**config.mk**
```make
export PLATFORM = sky130hd
export DESIGN_NAME = wheel_odometry_integrator
export DESIGN_NICKNAME = d
export VERILOG_FILES = /design/src/woi_pkg.sv /design/src/wheel_odometry_integrator.sv
export SDC_FILE = /design/constraint.sdc
export NUM_CORES = 2
export LEC_CHECK = 0
export BUFFER_PORTS_ARGS = -buffer_cell sky130_fd_sc_hd__buf_2
export CAP_MARGIN = 40
export CORE_AREA = 2 2 348 350
export DETAILED_ROUTE_END_ITERATION = 10
export DIE_AREA = 0 0 350 352
export HOLD_SLACK_MARGIN = 0.15
export MAX_ROUTING_LAYER = met4
export PLACE_DENSITY_LB_ADDON = 0.12
export SYNTH_ARGS = -nofsm -noshare
export SYNTH_HDL_FRONTEND = slang
export SYNTH_SLANG_ARGS = --single-unit
```
**constraint.sdc**
```tcl
create_clock -name clk -period 16.1 [get_ports clk]
set_clock_uncertainty 0.2 [all_clocks]
set_input_delay 0.805 -clock clk [delete_from_list [all_inputs] [get_ports clk]]
set_output_delay 0.805 -clock clk [all_outputs]
set_load 0.005 [all_outputs]
```
**src/woi_pkg.sv**
```systemverilog
package woi_pkg;

  // shared shift-add multiplier: multiplicand x multiplier, one multiplier bit per cycle
  localparam int MA_W   = 58;
  localparam int MB_W   = 40;
  localparam int PROD_W = MA_W + MB_W;

  // CORDIC datapath width and start value (gain compensation, Q30)
  localparam int CORD_W = 34;
  localparam logic signed [CORD_W-1:0] CORDIC_GAIN = 34'sd652032874;

  // configuration register indexes
  localparam int CFG_IDX_W = 2;
  localparam logic [CFG_IDX_W-1:0] REG_DIST = 2'd0;
  localparam logic [CFG_IDX_W-1:0] REG_HEAD = 2'd1;

  // atan(2^-i) as binary angle, full circle = 2^32
  function automatic logic [31:0] atan_lut(input logic [4:0] i);
    logic [31:0] v;
    unique case (i)
      5'd0:  v = 32'h20000000;
      5'd1:  v = 32'h12E4051E;
      5'd2:  v = 32'h09FB385B;
      5'd3:  v = 32'h051111D4;
      5'd4:  v = 32'h028B0D43;
      5'd5:  v = 32'h0145D7E1;
      5'd6:  v = 32'h00A2F61E;
      5'd7:  v = 32'h00517C55;
      5'd8:  v = 32'h0028BE53;
      5'd9:  v = 32'h00145F2F;
      5'd10: v = 32'h000A2F98;
      5'd11: v = 32'h000517CC;
      5'd12: v = 32'h00028BE6;
      5'd13: v = 32'h000145F3;
      5'd14: v = 32'h0000A2FA;
      5'd15: v = 32'h0000517D;
      5'd16: v = 32'h000028BE;
      5'd17: v = 32'h0000145F;
      5'd18: v = 32'h00000A30;
      5'd19: v = 32'h00000518;
      5'd20: v = 32'h0000028C;
      5'd21: v = 32'h00000146;
      5'd22: v = 32'h000000A3;
      5'd23: v = 32'h00000051;
      5'd24: v = 32'h00000029;
      5'd25: v = 32'h00000014;
      5'd26: v = 32'h0000000A;
      5'd27: v = 32'h00000005;
      5'd28: v = 32'h00000003;
      5'd29: v = 32'h00000001;
      5'd30: v = 32'h00000001;
      default: v = 32'h00000000;
    endcase
    return v;
  endfunction

endpackage

```
**src/wheel_odometry_integrator.sv**
```systemverilog
// Differential-drive wheel odometry.
// Input channel (in_valid/in_ready): one request carries absolute left and right
// encoder counts. Output channel (out_valid/out_ready): one pose per request,
// pos_x/pos_y signed with POS_FRAC_BITS fraction bits, heading as binary angle.
// Config channel (cfg_valid/cfg_ready, always ready): index 0 distance_per_count,
// index 1 heading_per_count; other indexes are dropped. Write only when idle.
// The first request after reset only latches the baseline; its pose passes
// through the hand-off state to the output register. Every later request
// runs four products (travel, heading change, x move, y move), each through
// one shared shift-add multiplier at one multiplier bit per cycle and then a
// rounding step; the CORDIC for cos/sin of the old heading runs one step a
// cycle in parallel with the first product; after the last product the
// hand-off state loads the output register. in_ready comes back together
// with out_valid, so a new request is taken only once the last pose is handed off.
// One request is worked on at a time; in_ready is high whenever the engine
// is free, even while an earlier pose still waits in the output register.
// A stalled receiver holds the pose in that register; the engine finishes the
// next request and waits in its hand-off state until the register frees up.
// Reset (rst, synchronous) clears the pose, baseline and both scale registers
// back to their defaults, and drops any pending pose.
module wheel_odometry_integrator
  import woi_pkg::*;
#(
  parameter int CORDIC_STEPS  = 24,
  parameter int POS_FRAC_BITS = 16
) (
  input  logic                 clk,
  input  logic                 rst,
  input  logic                 in_valid,
  output logic                 in_ready,
  input  logic signed [31:0]   left_count,
  input  logic signed [31:0]   right_count,
  output logic                 out_valid,
  input  logic                 out_ready,
  output logic signed [47:0]   pos_x,
  output logic signed [47:0]   pos_y,
  output logic        [31:0]   heading,
  input  logic                 cfg_valid,
  output logic                 cfg_ready,
  input  logic [CFG_IDX_W-1:0] cfg_index,
  input  logic [39:0]          cfg_data
);

  localparam int DSH    = 32 - POS_FRAC_BITS;
  localparam int CNT_W  = $clog2(CORDIC_STEPS);
  localparam int MCNT_W = $clog2(MB_W);

  typedef enum logic [1:0] {S_IDLE, S_MUL, S_FIN, S_OUT} state_t;
  typedef enum logic [1:0] {OP_DIST, OP_HEAD, OP_X, OP_Y} op_t;

  state_t state;
  op_t    op;

  // config
  logic [31:0] dist_per_count;
  logic [39:0] head_per_count;

  // odometry state
  logic [31:0] prev_left, prev_right;
  logic        baseline_taken;
  logic [47:0] acc_x, acc_y;
  logic [31:0] acc_heading;

  // per-request working registers
  logic              dneg;       // travel sign
  logic              diff_neg;
  logic [32:0]       diff_mag;
  logic [MA_W-1:0]   dmag;       // travel magnitude
  logic              mv_neg;     // sign of the move being multiplied
  logic [MA_W-1:0]   ma;
  logic [PROD_W-1:0] prod;       // low bits double as the multiplier shifter
  logic [MCNT_W-1:0] mcnt;

  // CORDIC
  logic                     cbusy, cflip;
  logic [CNT_W-1:0]         ccnt;
  logic signed [CORD_W-1:0] cx, cy, cz;

  // ---- input deltas ----
  logic [31:0]        dl, dr;
  logic signed [32:0] sum_s, diff_s;
  logic [32:0]        sum_mag;

  assign dl      = left_count - prev_left;
  assign dr      = right_count - prev_right;
  assign sum_s   = {dl[31], dl} + {dr[31], dr};
  assign diff_s  = {dr[31], dr} - {dl[31], dl};
  assign sum_mag = sum_s[32] ? 33'(-sum_s) : 33'(sum_s);

  // fold heading into [-90, 90) degrees; a half turn negates cos and sin
  logic [31:0] fold_sum;
  logic        fold;
  assign fold_sum = acc_heading + 32'h40000000;
  assign fold     = fold_sum[31];

  // ---- CORDIC step ----
  logic signed [CORD_W-1:0] xs, ys, tz;
  assign xs = cx >>> ccnt;
  assign ys = cy >>> ccnt;
  assign tz = CORD_W'(atan_lut(5'(ccnt)));

  // ---- shift-add step ----
  logic [MA_W:0] madd;
  assign madd = {1'b0, prod[PROD_W-1:MB_W]} + (prod[0] ? {1'b0, ma} : '0);

  // ---- rounding of a finished product ----
  logic [PROD_W-1:0] half, rnd;
  logic [MA_W-1:0]   dist_mag;
  logic [31:0]       dh_mag, dh;
  logic [47:0]       mv_mag, mv;

  always_comb begin
    case (op)
      OP_DIST: half = PROD_W'(1) << (DSH - 1);
      OP_HEAD: half = PROD_W'(1) << 15;
      default: half = PROD_W'(1) << 29;
    endcase
  end

  assign rnd      = prod + half;
  assign dist_mag = rnd[DSH +: MA_W];
  assign dh_mag   = rnd[16 +: 32];
  assign mv_mag   = rnd[30 +: 48];
  assign dh       = diff_neg ? -dh_mag : dh_mag;
  assign mv       = mv_neg ? -mv_mag : mv_mag;

  // cos/sin with the fold applied, as sign and magnitude
  logic signed [CORD_W-1:0] c_val, s_val;
  logic [CORD_W-1:0]        c_mag, s_mag;
  assign c_val = cflip ? -cx : cx;
  assign s_val = cflip ? -cy : cy;
  assign c_mag = c_val[CORD_W-1] ? CORD_W'(-c_val) : CORD_W'(c_val);
  assign s_mag = s_val[CORD_W-1] ? CORD_W'(-s_val) : CORD_W'(s_val);

  assign in_ready  = (state == S_IDLE);
  assign cfg_ready = 1'b1;

  always_ff @(posedge clk) begin
    if (rst) begin
      state          <= S_IDLE;
      op             <= OP_DIST;
      dist_per_count <= 32'd2147484;
      head_per_count <= 40'd447981339018;
      prev_left      <= '0;
      prev_right     <= '0;
      baseline_taken <= 1'b0;
      acc_x          <= '0;
      acc_y          <= '0;
      acc_heading    <= '0;
      out_valid      <= 1'b0;
      cbusy          <= 1'b0;
      ccnt           <= '0;
      mcnt           <= '0;
    end else begin
      if (cfg_valid) begin
        unique case (cfg_index)
          REG_DIST: dist_per_count <= cfg_data[31:0];
          REG_HEAD: head_per_count <= cfg_data;
          default: ;
        endcase
      end

      // the hand-off state reloads the register itself
      if (out_valid && out_ready && state != S_OUT) out_valid <= 1'b0;

      if (cbusy) begin
        if (cz >= 0) begin
          cx <= cx - ys;
          cy <= cy + xs;
          cz <= cz - tz;
        end else begin
          cx <= cx + ys;
          cy <= cy - xs;
          cz <= cz + tz;
        end
        ccnt <= ccnt + 1'b1;
        if (ccnt == CNT_W'(CORDIC_STEPS - 1)) cbusy <= 1'b0;
      end

      unique case (state)
        S_IDLE: begin
          if (in_valid) begin
            prev_left      <= left_count;
            prev_right     <= right_count;
            baseline_taken <= 1'b1;
            if (baseline_taken) begin
              dneg     <= sum_s[32];
              diff_neg <= diff_s[32];
              diff_mag <= diff_s[32] ? 33'(-diff_s) : 33'(diff_s);
              ma       <= MA_W'(sum_mag);
              prod     <= PROD_W'({8'd0, dist_per_count});
              mcnt     <= '0;
              op       <= OP_DIST;
              cflip    <= fold;
              cx       <= CORDIC_GAIN;
              cy       <= '0;
              cz       <= CORD_W'($signed({acc_heading[31] ^ fold, acc_heading[30:0]}));
              ccnt     <= '0;
              cbusy    <= 1'b1;
              state    <= S_MUL;
            end else begin
              state <= S_OUT;
            end
          end
        end
        S_MUL: begin
          prod <= {madd, prod[MB_W-1:1]};
          mcnt <= mcnt + 1'b1;
          if (mcnt == MCNT_W'(MB_W - 1)) state <= S_FIN;
        end
        S_FIN: begin
          mcnt <= '0;
          unique case (op)
            OP_DIST: begin
              dmag  <= dist_mag;
              ma    <= MA_W'(diff_mag);
              prod  <= PROD_W'(head_per_count);
              op    <= OP_HEAD;
              state <= S_MUL;
            end
            OP_HEAD: begin
              acc_heading <= acc_heading + dh;
              ma          <= dmag;
              prod        <= PROD_W'(c_mag);
              mv_neg      <= c_val[CORD_W-1] ^ dneg;
              op          <= OP_X;
              state       <= S_MUL;
            end
            OP_X: begin
              acc_x  <= acc_x + mv;
              prod   <= PROD_W'(s_mag);
              mv_neg <= s_val[CORD_W-1] ^ dneg;
              op     <= OP_Y;
              state  <= S_MUL;
            end
            default: begin
              acc_y <= acc_y + mv;
              state <= S_OUT;
            end
          endcase
        end
        default: begin
          if (!out_valid || out_ready) begin
            pos_x     <= acc_x;
            pos_y     <= acc_y;
            heading   <= acc_heading;
            out_valid <= 1'b1;
            state     <= S_IDLE;
          end
        end
      endcase
    end
  end

`ifndef ASSERT_OFF
  // CORDIC must be done before cos is used
  assert property (@(posedge clk) disable iff (rst)
    (state == S_FIN && op == OP_HEAD) |-> !cbusy)
    else $error("cordic still running at x product load");

  // one request at a time
  assert property (@(posedge clk) disable iff (rst)
    (in_valid && in_ready) |=> !in_ready)
    else $error("request accepted while busy");

  // a pose appears only from the hand-off state
  assert property (@(posedge clk) disable iff (rst)
    $rose(out_valid) |-> $past(state == S_OUT))
    else $error("pose issued outside hand-off");

  // heading only moves during the heading rounding cycle
  assert property (@(posedge clk) disable iff (rst)
    !(state == S_FIN && op == OP_HEAD) |=> $stable(acc_heading))
    else $error("heading changed unexpectedly");
`endif

endmodule
```
; ---- After elaboration in Yosys (flattened, before gate mapping)
; Memory sizes are Yosys's and may differ from the RTL's. A register that Yosys moved wholly into a read port is not among the register bits.
; Cells that the tools add are included.
[op_classes]
add_sub_neg = 26
n_lt_le_gt_ge = 1
n_eq_ne = 13
n_shift = 2
n_mux = 60
bitwise_logic = 6
reduce_logical = 29
[ops]
columns = op, n
row1 = $mux W34, 19
row2 = $pmux W98 S3, 2
row3 = $pmux W58 S2, 2
row4 = $mux W98, 2
row5 = $mux W58, 3
row6 = $neg A34 Y34, 4
row7 = $add A48 B48 Y48, 2
row8 = $add A78 B78 Y78, 1
row9 = $add A34 B34 Y34, 2
row10 = $sshr A34 B5 Y34, 2
row11 = $sub A34 B34 Y34, 2
row12 = $neg A33 Y33, 2
row13 = $mux W32, 2
row14 = $sub A32 B32 Y32, 2
row15 = $add A58 B58 Y59, 1
row16 = $mux W48, 1
row17 = $neg A48 Y48, 1
row18 = $add A34 B33 Y34, 1
row19 = $ge A34 B1 Y1 const B, 1
row20 = $sub A34 B33 Y34, 1
row21 = $add A32 B32 Y33, 1
row22 = $mux W33, 1
row23 = $sub A32 B32 Y33, 1
row24 = $add A32 B31 Y32 const B, 1
row25 = 36 further kinds, 80
[word_totals]
reg_bits = 763
romBits = 960
word_cells = 167
n_memories = 1
[mem_list]
columns = name, words, word_bits, read_ports, rd_clocked_by_memory_dff, write_ports, line_no
row1 = (no name shown), 32, 30, 1, 1, 0, woi_pkg.sv:20  ; unique case (i)

; ---- Depth between registers and ports, before layout
[logic_depth]
depth_word = 7
ltp_mapped = 35

; ---- Least setup slack after synthesis
; No wires, ideal clock.
[synth_timing]
path_kind = in2reg
from = input rst
to = register heading[0] (enable)
arrival_time_ns = 10.738
slack_ns = 4.363
cell_stages = 4
path_cell_list = clkbuf_1 -> buf_1 -> buf_1 -> nor3b_1
[synth_between]
elab_chain_cells = 2
[synth_rtl]
columns = element, line_no
row1 = "start, declared", wheel_odometry_integrator.sv:28  ; input logic rst,
row2 = $not A1 Y1 (no source line), n/a
row3 = $reduce_and A3 Y1 (no source line), n/a
row4 = "end signal, assigned", wheel_odometry_integrator.sv:246  ; heading <= acc_heading;
row5 = "end, declared", wheel_odometry_integrator.sv:37  ; output logic [31:0] heading,
; No other way between the ends.
; A chain may end at the register's enable or synchronous reset.

; ---- Final worst setup path
[layout_timing]
from = register op[0]
to = register acc_y[47]
[layout_between]
elab_chain_cells = 7
word_cells_on_any_way = 12
classes_between = 3 x add/sub / 2 x eq/ne / 2 x mux / 1 x bitwise / 4 x reduce/logical
[layout_rtl]
columns = element, line_no
row1 = "start, declared", wheel_odometry_integrator.sv:52  ; op_t op;
row2 = "start signal, assigned", wheel_odometry_integrator.sv:141  ; op <= OP_DIST;
row3 = "start signal, assigned", wheel_odometry_integrator.sv:193  ; op <= OP_DIST;
row4 = "start signal, assigned", wheel_odometry_integrator.sv:218  ; op <= OP_HEAD;
row5 = $eq A2 B1 Y1 or $logic_not A2 Y1 (tied branches), wheel_odometry_integrator.sv:113  ; case (op)
row6 = $reduce_or A2 Y1 (no source line) *, n/a
row7 = $mux W30 *, wheel_odometry_integrator.sv:113
row8 = $add A78 B78 Y78 *, wheel_odometry_integrator.sv:120  ; assign rnd = prod + half;
row9 = $neg A48 Y48, wheel_odometry_integrator.sv:125  ; assign mv = mv_neg ? -mv_mag : mv_mag;
row10 = $mux W48 *, wheel_odometry_integrator.sv:125
row11 = via mv[0], wheel_odometry_integrator.sv:110  ; logic [47:0] mv_mag, mv;
row12 = $add A48 B48 Y48 *, wheel_odometry_integrator.sv:237  ; acc_y <= acc_y + mv;
row13 = "end signal, assigned", wheel_odometry_integrator.sv:237
row14 = "end, declared", wheel_odometry_integrator.sv:61  ; logic [47:0] acc_x, acc_y;
; The timed path passes the listed nets; every way through them passes the cells marked *.

==> metrics.md <==
| Metric | Value |
|---|---|
| Status | `complete, no violations` |
| Most frequent cells after synthesis | `nand2_1 (961), a21oi_1 (751), nor2_1 (574)` |
| Max Slew Vio Count | `0` |
| PD cells | `~180 nW/µm²` |
| Die width | `between 300 and 400 µm` |
| Total track usage | `0.341` |
| Crit-path leading delay family | `simple AND/OR/NAND/NOR gates` |
| RSZ-0062 raised after global routing | `false` |
| 1st-iter DRT viols | `slightly above 6000` |
| Yosys reg bits | `~800` |
| Die H | `about 350 µm` |
| Total Power | `between 10 and 15 mW` |
| Routed WL per cell | `around 22 µm` |
| Worst Setup End Kind | `flop` |
| Final setup TNS | `0 ns` |
| Netlist cell types | `between 100 and 150` |
| Top cell type's share of synthesized area | `0.221` |
| CP Data Arrival Time | `between 9 and 10 ns` |
| Routed Antenna Nets | `0` |
| TritonCTS buffer count | `92` |
| Crit path buffers/inverters | `4` |
| Final wirelength | `roughly 210000 µm` |
| Ys async rst share | `0` |
| Port buffer count | `between 200 and 250` |
| Mapped Cells | `7728` |
| Placed wire-length estimate | `158000 µm` |
| P_leak | `27.9 nW` |
| DRC violations left | `0` |
| 1st-pass router iterations | `6` |
| Row cnt | `127` |
| Synth-to-Final Area Change | `9.64%` |
| Dpl ws | `roughly 7.5 ns` |
| Initial antenna violation count | `3` |
| Minimum clock period after layout | `8.73 ns` |
| WS Path Type | `flop to flop` |
| CTS tree | `done` |
| Class of the worst hold path | `primary input to flop` |
| Fin crit share | `0.543` |
| Worst-Margin Slew | `roughly 1.0 ns` |
| Vias/cell | `slightly above 6` |
| Setup Viol. Count Final | `0` |
| Max Fclk | `between 0.1 and 0.15 GHz` |
| PnR worst setup slack | `~7.4 ns` |
| Max incr delay on CP | `about 0.53 ns` |
| Largest net degree at the start of global routing | `slightly above 100` |
| Final Wtd Congestion | `between 1 and 1.5` |
| Vias | `between 50000 and 60000` |
| Clk_lat worst skew | `0.71 ns` |
| Top-count cell post-synth | `nand2_1` |
| Synthesis Warnings | `0` |
| Longest Clk Path Bufs | `3` |
| Crit start category | `flop` |
| Synth area leaders | `edfxtp_1 (22%), dfxtp_1 (9.6%), ha_1 (8.6%), xnor2_1 (6.6%), a21oi_1 (5.8%)` |
| Die area | `roughly 120000 µm²` |
| Setup Fix Bufs, Post-CTS | `0` |
| First-pass GRT wire length | `about 320000 µm` |
| Final nets | `8372` |
| Worst endpoint required time | `roughly 16 ns` |
| Max_cap viols | `0` |
| H-tree levels | `3` |
| Layout cells sized above 1 | `0.0869` |
| Total gr overflow | `0` |
| Worst R2R Setup Slack | `between 7 and 8 ns` |
| Register area share after synthesis | `0.317` |
| Most common cell on crit path | `ha_1` |
| Top FF cell, synth | `edfxtp_1` |
| CP Max Fanout | `7` |
| Max IR drop VDD | `approximately 0.12 mV` |
| Final Hold Viols | `0` |
| Clk slew on worst S/H paths | `around 0.060 ns` |
| EDFF count, synth | `~480` |
| Top cell type by total area after synthesis | `edfxtp_1` |
| Slew margin rel. | `0.303` |
| Starting Density | `0.547` |
| Ports | `approximately 240` |
| Synthesized area | `65300 µm²` |
| Mapped Nets | `between 8000 and 9000` |
| Mean Syn Cell Area | `8.45 µm²` |
| CTS sink cnt | `between 700 and 800` |
| Vias in the first global route | `54500` |
| Clock root cell | `clkbuf_16` |
| Max stage delay cell, worst path | `a2111oi_0` |
| Core Box Area | `~120000 µm²` |
[state kept, by name, indices dropped and copies added, names as in the netlist, 2 cells and up]
signal          count
tz                 30
ccnt                5
prev_left          32
heading            32
state               2
prev_right         32
acc_x              48
pos_x              48
pos_y              48
prod               98
op                  2
dmag               58
dist_per_count     32
acc_y              48
cx                 34
diff_mag           33
acc_heading        32
cz                 34
mcnt                6
head_per_count     40
ma                 58
cy                 34
[report_power, final]
group          internal, mW  switching [mW]  leakage (nW)
registers              2.70           0.402          7.07
logic                  3.05            4.75          19.3
clock network          1.32           0.922          1.54
[routing by layer]
metal / wire length (µm) / track usage
met5: 0 / -
met1: 95600 / 0.481
met2: 91200 / 0.503
met3: 16800 / 0.0516
met4: 6590 / 0.103
[repair_timing]
item	4_1_cts	5_1_grt
hold buffers	73	0
resized for setup	0	0
hold endpoints to repair	87	0
[through the flow]
| step | instance area, µm² | hold slack (ns) | cells | utilization |
|---|---|---|---|---|
| after floorplan | 65300 | 0.208 | 7728 | - |
| after global placement | 67500 | 0.242 | 9233 | 0.566 |
| final | 71600 | 0.186 | 9493 | 0.600 |
| after global routing | 71600 | 0.184 | 9492 | 0.600 |
| after detailed placement | 67700 | 0.246 | 9244 | 0.567 |
| after CTS | 71600 | 0.151 | 9491 | 0.600 |
[worst reg2reg max path, delay by kind of cell, from the launching register on]
kind / cells / cell delay, ns
simple gates: 11 / 2.95
fa+ha+maj: 4 / 1.12
buf+inv: 4 / 0.45
flops: 1 / 0.45
xor+xnor: 3 / 0.54
compound gates: 10 / 2.56
mux: 1 / 0.34
[kinds of logic after synthesis]
kind of cell               Yosys count  share of synthesized area
other                                1                  0.0000574
muxes                              249                     0.0514
DFF                                793                      0.317
buffers and inverters              726                     0.0431
AOI/OAI and AO/OA                 2172                      0.211
adders and majority gates          462                     0.0898
xor gates and xnor gates           750                      0.101
and+or+nand+nor                   2575                      0.187
[worst paths after layout]
path | start | end | depth (start not counted)
max | op[0]$_SDFFE_PP0P_ | acc_y[47]$_SDFFE_PP0P_ | 33
min | cfg_data[16] | head_per_count[16]$_SDFFE_PP0P_ | 3
max reg2reg | op[0]$_SDFFE_PP0P_ | acc_y[47]$_SDFFE_PP0P_ | 33
min reg2reg | prev_right[16]$_SDFFE_PP0P_ | prev_right[16]$_SDFFE_PP0P_ | 2
[final cells by class]
cell class | instances | area [µm²]
sequential | 793 | 20700
timing repair buffer | 394 | 2620
clock inverter | 47 | 617
fill | 10600 | 47800
tap | 1612 | 2020
antenna | 2 | 5.00
clock buffer | 127 | 2570
multi-input combinational | 6209 | 41900
inverter | 309 | 1160
[cell usage in the layout (no fill, tap or decap), types with 81 or more instances in the layout]
cell type,instances
nand3_1,179
o31ai_1,91
dfxtp_1,306
ha_1,448
nand4_1,81
nand2_1,956
xnor2_1,495
and3_1,84
and2_1,98
edfxtp_1,481
a21oi_1,751
a21o_1,210
inv_1,300
nor2_1,570
o21ai_0,404
buf_2,241
xor2_1,253
mux2i_1,143
nor3_1,136
a31oi_1,88
clkbuf_16,95
Power figures use the tool's default switching activity.
